### src/rtl/bounded_stack_with_dump_unit_assert.svh
// Assertion macros for the stack RTL
`ifndef BOUNDED_STACK_WITH_DUMP_UNIT_ASSERT_SVH
`define BOUNDED_STACK_WITH_DUMP_UNIT_ASSERT_SVH
`ifndef SYNTHESIS
`define BSD_ASSERT_HOLDS(label, clk, rst_n, prop) \
    label: assert property (@(posedge clk) disable iff (!rst_n) (prop)) \
        else $error("stack invariant violated");
`define BSD_ASSERT_NEXT(label, clk, rst_n, ante, cons) \
    label: assert property (@(posedge clk) disable iff (!rst_n) (ante) |=> (cons)) \
        else $error("stack sequencing violated");
`else
`define BSD_ASSERT_HOLDS(label, clk, rst_n, prop)
`define BSD_ASSERT_NEXT(label, clk, rst_n, ante, cons)
`endif
`endif

### src/rtl/bsd_pkg.sv
// Shared types and constants for the bounded stack
package bsd_pkg;

    localparam int DEPTH      = 64;
    localparam int CAP_W      = 7;
    localparam int DATA_W     = 32;
    localparam logic [6:0] CAP_RESET = 7'd64;

    typedef enum logic [2:0] {
        OP_PUSH        = 3'd0,
        OP_POP         = 3'd1,
        OP_PEEK        = 3'd2,
        OP_LIST_TOP    = 3'd3,
        OP_LIST_BOTTOM = 3'd4
    } t_op;

    typedef enum logic [1:0] {
        S_IDLE = 2'b01,
        S_LIST = 2'b10
    } t_state;

    localparam logic [1:0] REG_CAPACITY = 2'd0;

endpackage

### src/rtl/bsd_store.sv
// Entry memory: one write port, one registered read port
module bsd_store #(
    parameter int DEPTH = bsd_pkg::DEPTH,
    parameter int AW    = (DEPTH > 1) ? $clog2(DEPTH) : 1
) (
    input  logic                      i_clk,
    input  logic                      i_wr_en,
    input  logic [AW-1:0]             i_wr_addr,
    input  logic [bsd_pkg::DATA_W-1:0] i_wr_data,
    input  logic                      i_rd_en,
    input  logic [AW-1:0]             i_rd_addr,
    output logic [bsd_pkg::DATA_W-1:0] o_rd_data
);

    logic [bsd_pkg::DATA_W-1:0] r_mem [DEPTH];
    logic [bsd_pkg::DATA_W-1:0] r_rd_data;

    always_ff @(posedge i_clk) begin
        if (i_wr_en) begin
            r_mem[i_wr_addr] <= i_wr_data;
        end
    end

    always_ff @(posedge i_clk) begin
        if (i_rd_en) begin
            r_rd_data <= r_mem[i_rd_addr];
        end
    end

    assign o_rd_data = r_rd_data;

endmodule

### src/rtl/bounded_stack_with_dump_unit.sv
// Top level of the bounded LIFO stack with peek and list dump
// Usage:
//   Commands enter on start/i_operation/i_push_value and transfer at a clock edge
//   with start high and busy low. Push and pop emit nothing. Peek on a
//   non-empty stack emits one result in the cycle after the transfer, with
//   o_last_of_run set.
//   List top-first and list bottom-first emit one result per stored entry, the
//   first in the cycle after the transfer, then one per cycle; o_last_of_run
//   marks the final one. busy stays high after a list transfer until the final
//   entry has been read; other commands leave busy low.
//   The rate is set by the single read port of the entry memory, walked by one
//   address stepper under a two-state sequencer.
//   Results appear on o_entry_value/o_last_of_run for exactly one cycle, marked
//   by o_valid; the receiver cannot stall them.
//   The capacity register sits at APB address 0 (pready always high). Capacity
//   values above DEPTH act as DEPTH.
//   Reset (synchronous, active low) empties the stack, sets capacity to 64 and
//   returns the sequencer to idle. No clearing pass is needed.
module bounded_stack_with_dump_unit #(
    parameter int DEPTH = bsd_pkg::DEPTH
) (
    input  logic                        i_clk,
    input  logic                        i_rst_n,
    input  logic                        start,
    output logic                        busy,
    input  logic [2:0]                  i_operation,
    input  logic signed [31:0]          i_push_value,
    output logic                        o_valid,
    output logic signed [31:0]          o_entry_value,
    output logic                        o_last_of_run,
    input  logic                        psel,
    input  logic                        penable,
    input  logic                        pwrite,
    input  logic [1:0]                  paddr,
    input  logic [31:0]                 pwdata,
    output logic [31:0]                 prdata,
    output logic                        pready
);

    localparam int AW = (DEPTH > 1) ? $clog2(DEPTH) : 1;
    localparam int CW = $clog2(DEPTH + 1);
    localparam logic [bsd_pkg::CAP_W-1:0] DEPTH_CAP = bsd_pkg::CAP_W'(DEPTH);

    bsd_pkg::t_state            r_state, n_state;
    logic [CW-1:0]              r_fill, n_fill;
    logic [CW-1:0]              r_left, n_left;
    logic [AW-1:0]              r_addr, n_addr;
    logic                       r_dir, n_dir;
    logic                       r_rd_valid, n_rd_valid;
    logic                       r_rd_last, n_rd_last;
    logic [bsd_pkg::CAP_W-1:0]  r_capacity;

    logic                       accept;
    logic                       cfg_wr;
    logic [bsd_pkg::CAP_W-1:0]  limit;
    logic [CW-1:0]              fill_m1;
    logic [AW-1:0]              top_addr;
    logic [AW-1:0]              step_base, step_out;
    logic                       step_up;
    logic                       wr_en, rd_en;
    logic [AW-1:0]              rd_addr;
    logic [bsd_pkg::DATA_W-1:0] rd_data;

    assign busy    = (r_state != bsd_pkg::S_IDLE);
    assign accept  = start && !busy;
    assign cfg_wr  = psel && penable && pwrite && pready;
    assign pready  = 1'b1;
    assign prdata  = (paddr == bsd_pkg::REG_CAPACITY) ? {25'd0, r_capacity} : 32'd0;

    assign limit    = (r_capacity > DEPTH_CAP) ? DEPTH_CAP : r_capacity;
    assign fill_m1  = r_fill - CW'(1);
    assign top_addr = fill_m1[AW-1:0];
    assign step_out = step_up ? (step_base + AW'(1)) : (step_base - AW'(1));

    always_comb begin
        n_state    = r_state;
        n_fill     = r_fill;
        n_left     = r_left;
        n_addr     = r_addr;
        n_dir      = r_dir;
        n_rd_valid = 1'b0;
        n_rd_last  = 1'b0;
        wr_en      = 1'b0;
        rd_en      = 1'b0;
        rd_addr    = r_addr;
        step_base  = r_addr;
        step_up    = r_dir;
        unique case (r_state)
            bsd_pkg::S_IDLE: begin
                if (accept) begin
                    unique case (bsd_pkg::t_op'(i_operation))
                        bsd_pkg::OP_PUSH: begin
                            if (bsd_pkg::CAP_W'(r_fill) < limit) begin
                                wr_en  = 1'b1;
                                n_fill = r_fill + CW'(1);
                            end
                        end
                        bsd_pkg::OP_POP: begin
                            if (r_fill != '0) begin
                                n_fill = fill_m1;
                            end
                        end
                        bsd_pkg::OP_PEEK: begin
                            if (r_fill != '0) begin
                                rd_en      = 1'b1;
                                rd_addr    = top_addr;
                                n_rd_valid = 1'b1;
                                n_rd_last  = 1'b1;
                            end
                        end
                        bsd_pkg::OP_LIST_TOP: begin
                            if (r_fill != '0) begin
                                rd_en      = 1'b1;
                                rd_addr    = top_addr;
                                step_base  = top_addr;
                                step_up    = 1'b0;
                                n_addr     = step_out;
                                n_dir      = 1'b0;
                                n_left     = fill_m1;
                                n_rd_valid = 1'b1;
                                n_rd_last  = (r_fill == CW'(1));
                                if (r_fill != CW'(1)) begin
                                    n_state = bsd_pkg::S_LIST;
                                end
                            end
                        end
                        bsd_pkg::OP_LIST_BOTTOM: begin
                            if (r_fill != '0) begin
                                rd_en      = 1'b1;
                                rd_addr    = '0;
                                step_base  = '0;
                                step_up    = 1'b1;
                                n_addr     = step_out;
                                n_dir      = 1'b1;
                                n_left     = fill_m1;
                                n_rd_valid = 1'b1;
                                n_rd_last  = (r_fill == CW'(1));
                                if (r_fill != CW'(1)) begin
                                    n_state = bsd_pkg::S_LIST;
                                end
                            end
                        end
                        default: begin
                        end
                    endcase
                end
            end
            bsd_pkg::S_LIST: begin
                rd_en      = 1'b1;
                rd_addr    = r_addr;
                n_addr     = step_out;
                n_left     = r_left - CW'(1);
                n_rd_valid = 1'b1;
                n_rd_last  = (r_left == CW'(1));
                if (r_left == CW'(1)) begin
                    n_state = bsd_pkg::S_IDLE;
                end
            end
            default: begin
                n_state = bsd_pkg::S_IDLE;
            end
        endcase
    end

    always_ff @(posedge i_clk) begin
        if (!i_rst_n) begin
            r_state    <= bsd_pkg::S_IDLE;
            r_fill     <= '0;
            r_rd_valid <= 1'b0;
            r_capacity <= bsd_pkg::CAP_RESET;
        end else begin
            r_state    <= n_state;
            r_fill     <= n_fill;
            r_rd_valid <= n_rd_valid;
            if (cfg_wr && (paddr == bsd_pkg::REG_CAPACITY)) begin
                r_capacity <= pwdata[bsd_pkg::CAP_W-1:0];
            end
        end
    end

    always_ff @(posedge i_clk) begin
        r_left    <= n_left;
        r_addr    <= n_addr;
        r_dir     <= n_dir;
        r_rd_last <= n_rd_last;
    end

    bsd_store #(
        .DEPTH (DEPTH),
        .AW    (AW)
    ) u_store (
        .i_clk     (i_clk),
        .i_wr_en   (wr_en),
        .i_wr_addr (r_fill[AW-1:0]),
        .i_wr_data (i_push_value),
        .i_rd_en   (rd_en),
        .i_rd_addr (rd_addr),
        .o_rd_data (rd_data)
    );

    assign o_valid       = r_rd_valid;
    assign o_entry_value = $signed(rd_data);
    assign o_last_of_run = r_rd_last;

`include "bounded_stack_with_dump_unit_assert.svh"

    `BSD_ASSERT_HOLDS(a_fill_bound, i_clk, i_rst_n, r_fill <= CW'(DEPTH))
    `BSD_ASSERT_HOLDS(a_list_left, i_clk, i_rst_n, (r_state != bsd_pkg::S_LIST) || (r_left != '0))
    `BSD_ASSERT_NEXT(a_list_end, i_clk, i_rst_n, (r_state == bsd_pkg::S_LIST) && (r_left == CW'(1)), (r_state == bsd_pkg::S_IDLE) && o_valid && o_last_of_run)
    `BSD_ASSERT_NEXT(a_push_grows, i_clk, i_rst_n, wr_en, r_fill == $past(r_fill) + CW'(1))

endmodule
### config.mk
export PLATFORM = sky130hd
export DESIGN_NAME = bounded_stack_with_dump_unit
export DESIGN_NICKNAME = d
export VERILOG_FILES = /design/src/rtl/bsd_pkg.sv /design/src/rtl/bsd_store.sv /design/src/rtl/bounded_stack_with_dump_unit.sv
export VERILOG_INCLUDE_DIRS = /design/src /design/src/rtl
export SDC_FILE = /design/constraint.sdc
export NUM_CORES = 2
export LEC_CHECK = 0
export BUFFER_PORTS_ARGS = -buffer_cell sky130_fd_sc_hd__buf_2
export CORE_MARGIN = 3
export CORE_UTILIZATION = 45
export DETAILED_ROUTE_END_ITERATION = 6
export HOLD_SLACK_MARGIN = 0.06
export SYNTH_ARGS = -nofsm -noshare
export SYNTH_HDL_FRONTEND = slang
export SYNTH_HIERARCHICAL = 1
export SYNTH_SLANG_ARGS = --single-unit
### constraint.sdc
create_clock -name i_clk -period 6.1 [get_ports i_clk]
set_input_delay 0.305 -clock i_clk [delete_from_list [all_inputs] [get_ports i_clk]]
set_output_delay 0.305 -clock i_clk [all_outputs]
set_load 0.005 [all_outputs]
==> results.yml <==
drt:
  drc: 0
  viasPerCell: 6.03
  dr_wl_met2_mm: 102
  vias: 40000
  finalWirelength_mm: 208
  routed.top_layer: "met5"
  drtIter0Drc: 4394
  met3_length_mm: 14.7
  postRouteAntennaNets: 0
  wl_per_cell_um: 31.4
  wl_met1_mm: 86.4
  drtPass1Iterations: 5
power:
  leakagePower_nw: 29.5
  irDropWorstVdd_uv: 259
  power_density_nw_per_um2: 318
  power.total_w: 0.0295
yosys:
  synth_area_leaders: "edfxtp_1 (77%), mux4_2 (12%), mux2i_1 (2.2%)"
  syn_inst: 3789
  yosysTopAreaCellShare_pct: 76.9
  synth_ff_type: "edfxtp_1"
  seq_area_frac_synth_pct: 77.4
  netlist_area_um2: 81700
  synth_area_leader_cell: "edfxtp_1"
  synth.most_common_cell: "edfxtp_1"
  synth.distinct_cells: 69
  ys_ff_latch: 2112
  synth-edff-count: 2093
  syn-mean-instance-area_um2: 21.6
  async_reset_ff_share_pct: 0
  ys_top_cells_by_count: "edfxtp_1 (2093), mux4_2 (448), mux2i_1 (179)"
  ys_warn_count: 6
sta:
  worst_pin_slew_ps: 1250
  fin_crit_sh_pct: 78.4
  period_needed_ps: 4780
  setup_tns_ps: 0
  finalClockSkew_ps: 27.4
  slew_violations: 0
  max_freq_mhz: 209
  worst_slack_ps: 1320
  final-hold-violation-count: 0
  relSlewSlack_pct: 16.5
  fin_hold_ws_ps: 121
  grt_setup_unrepaired: "no"
  setup_viol: 0
die:
  fp.dieH_um: 432
  num_io_pins: 143
  rows: 155
  die_w_um: 432
  start_util_pct: 45.6
  die_area_um2: 187000
  core_area_um2: 179000
global_route:
  track_usage_pct: 22.4
  grt_pass1_wl_mm: 298
  overflow: 0
  grt_pass1_vias: 40500
  antenna_found_initial: 18
  grt_max_degree: 65
setup_path:
  required_ps: 6640
  critPathKind: "flop to flop"
  cp_max_fo: 16
  arrival_ps: 5320
  critPathCaptureType: "flop"
  start_kind: "flop"
clocking:
  cts-root-buf: "clkbuf_16"
  cts_buffer_depth: 3
  cts_inserted_buffers: 211
  h-tree-depth: 4
  ctsResizeCount: 0
  cts_tree: "built"
  clkSlewWorstSetupHoldPaths_ps: 60
  clkLatencyLatePin_ps: 830
  clock-sinks: 2112
placement:
  placed_cell_area_um2: 86100
  port_buffers: 91
  dp_hpwl_mm: 118
  place_congestion: 0.793
  pre_cts_slack_ps: 1360
finish:
  area_delta_synth_final_pct: 13.8
  drive_gt1_share_pct: 26.5
  multi_input_area_um2: 17700
  final.fill_count: 13900
  nets: 4194
  seq_area_um2: 63200
  final_area_um2: 93000
hold_path:
  hold_path_class: "primary input to flop"
run_status:
  status: "complete, no violations"
flow_run:
  drv_cap: 0
## flip-flops by register name (all words and copies together) (netlist names)
signal and count:
r_left 7, r_capacity 7, u_store/r_mem 2048, r_state 2, r_fill 7, o_last_of_run 1, o_valid 1, u_store/o_rd_data 32
r_dir 1, r_addr 6
## power breakdown
| group | internal (W) | total (W) | switching, W |
|---|---|---|---|
| clock | 0.00705 | 0.0124 | 0.00538 |
| sequential | 0.0160 | 0.0160 | 0.00000716 |
| combinational | 0.000388 | 0.00114 | 0.000748 |
| total | 0.0234 | 0.0295 | 0.00614 |
## through the flow
stage | cells | utilization [%]
finish | 6635 | 51.8
global route | 6631 | 51.8
CTS | 6626 | 51.8
detailed placement | 6220 | 48.0
global placement | 6220 | 48.0
floorplan | 3813 | -
## critical path, stage by stage (launching register included)
cell	delay, ps
dfxtp_1	320
inv_1	90
ha_1	350
a31oi_4	350
nand2_2	280
o21ai_4	960
buf_4	390
buf_4	320
mux4_2	350
mux2i_1	150
mux2i_1	150
a21oi_1	640
a311oi_1	90
## timing repair
item	CTS	global route
buffers inserted	0	0
endpoints found under the hold margin	19	0
hold buffers	23	0
## layout by cell type (no fill, tap or decap), types with 18 or more instances in the layout
cell,instances
edfxtp_1,2093
mux4_2,448
clkbuf_16,216
mux2i_1,179
buf_4,172
a22oi_1,123
buf_2,91
nand2_1,73
nor2_4,64
clkinv_1,62
a21oi_1,61
nand3_1,46
clkbuf_1,44
nor2_1,42
o22ai_1,40
o21ai_0,39
clkinv_2,30
conb_1,26
mux2_2,26
dlygate4sd3_1,23
buf_12,23
and2_1,22
a31oi_1,22
dfxtp_1,19
a221oi_1,18
## routing by layer
metal / vias up / GRT usage, %
li1: 16500 / -
met1: 21600 / 31.8
met2: 1574 / 36.2
met3: 298 / 3.68
met4: 6 / 6.25
met5: - / 0
## cell families after synthesis
| kind of cell | after synthesis | share of synthesized area, % |
|---|---|---|
| multiplexers | 653 | 14.9 |
| XOR/XNOR | 16 | 0.172 |
| AND/OR/NAND/NOR | 337 | 2.01 |
| AO/OA/AOI/OAI | 400 | 3.43 |
| buffers and inverters | 251 | 1.82 |
| other | 2 | 0.00919 |
| flip-flops | 2112 | 77.4 |
| adder cells (fa/ha/maj) | 18 | 0.285 |
## final cells by class
type                    count  area share, %
diodes                      9         0.0242
clock inverters           123           1.09
flip-flops and latches   2112           68.0
inverters                  17         0.0686
well taps                2355           3.17
multi-input cells        1450           19.0
repair buffers            309           2.62
clock buffers             260           5.99
## worst paths after layout
check,from,to,slack (ps),cells after the start
worst max-delay path,r_fill[0]$_SDFFE_PN0P_,u_store/o_rd_data[15]$_DFFE_PP_,1320,12
worst min-delay path,i_push_value[0],u_store/r_mem[27][0]$_DFFE_PP_,120,2
worst max register to register,r_fill[0]$_SDFFE_PN0P_,u_store/o_rd_data[15]$_DFFE_PP_,1320,12
worst min register to register,r_state[0]$_SDFFE_PN1P_,r_state[0]$_SDFFE_PN1P_,500,1
Note: power is estimated with default switching activity, not from simulation.
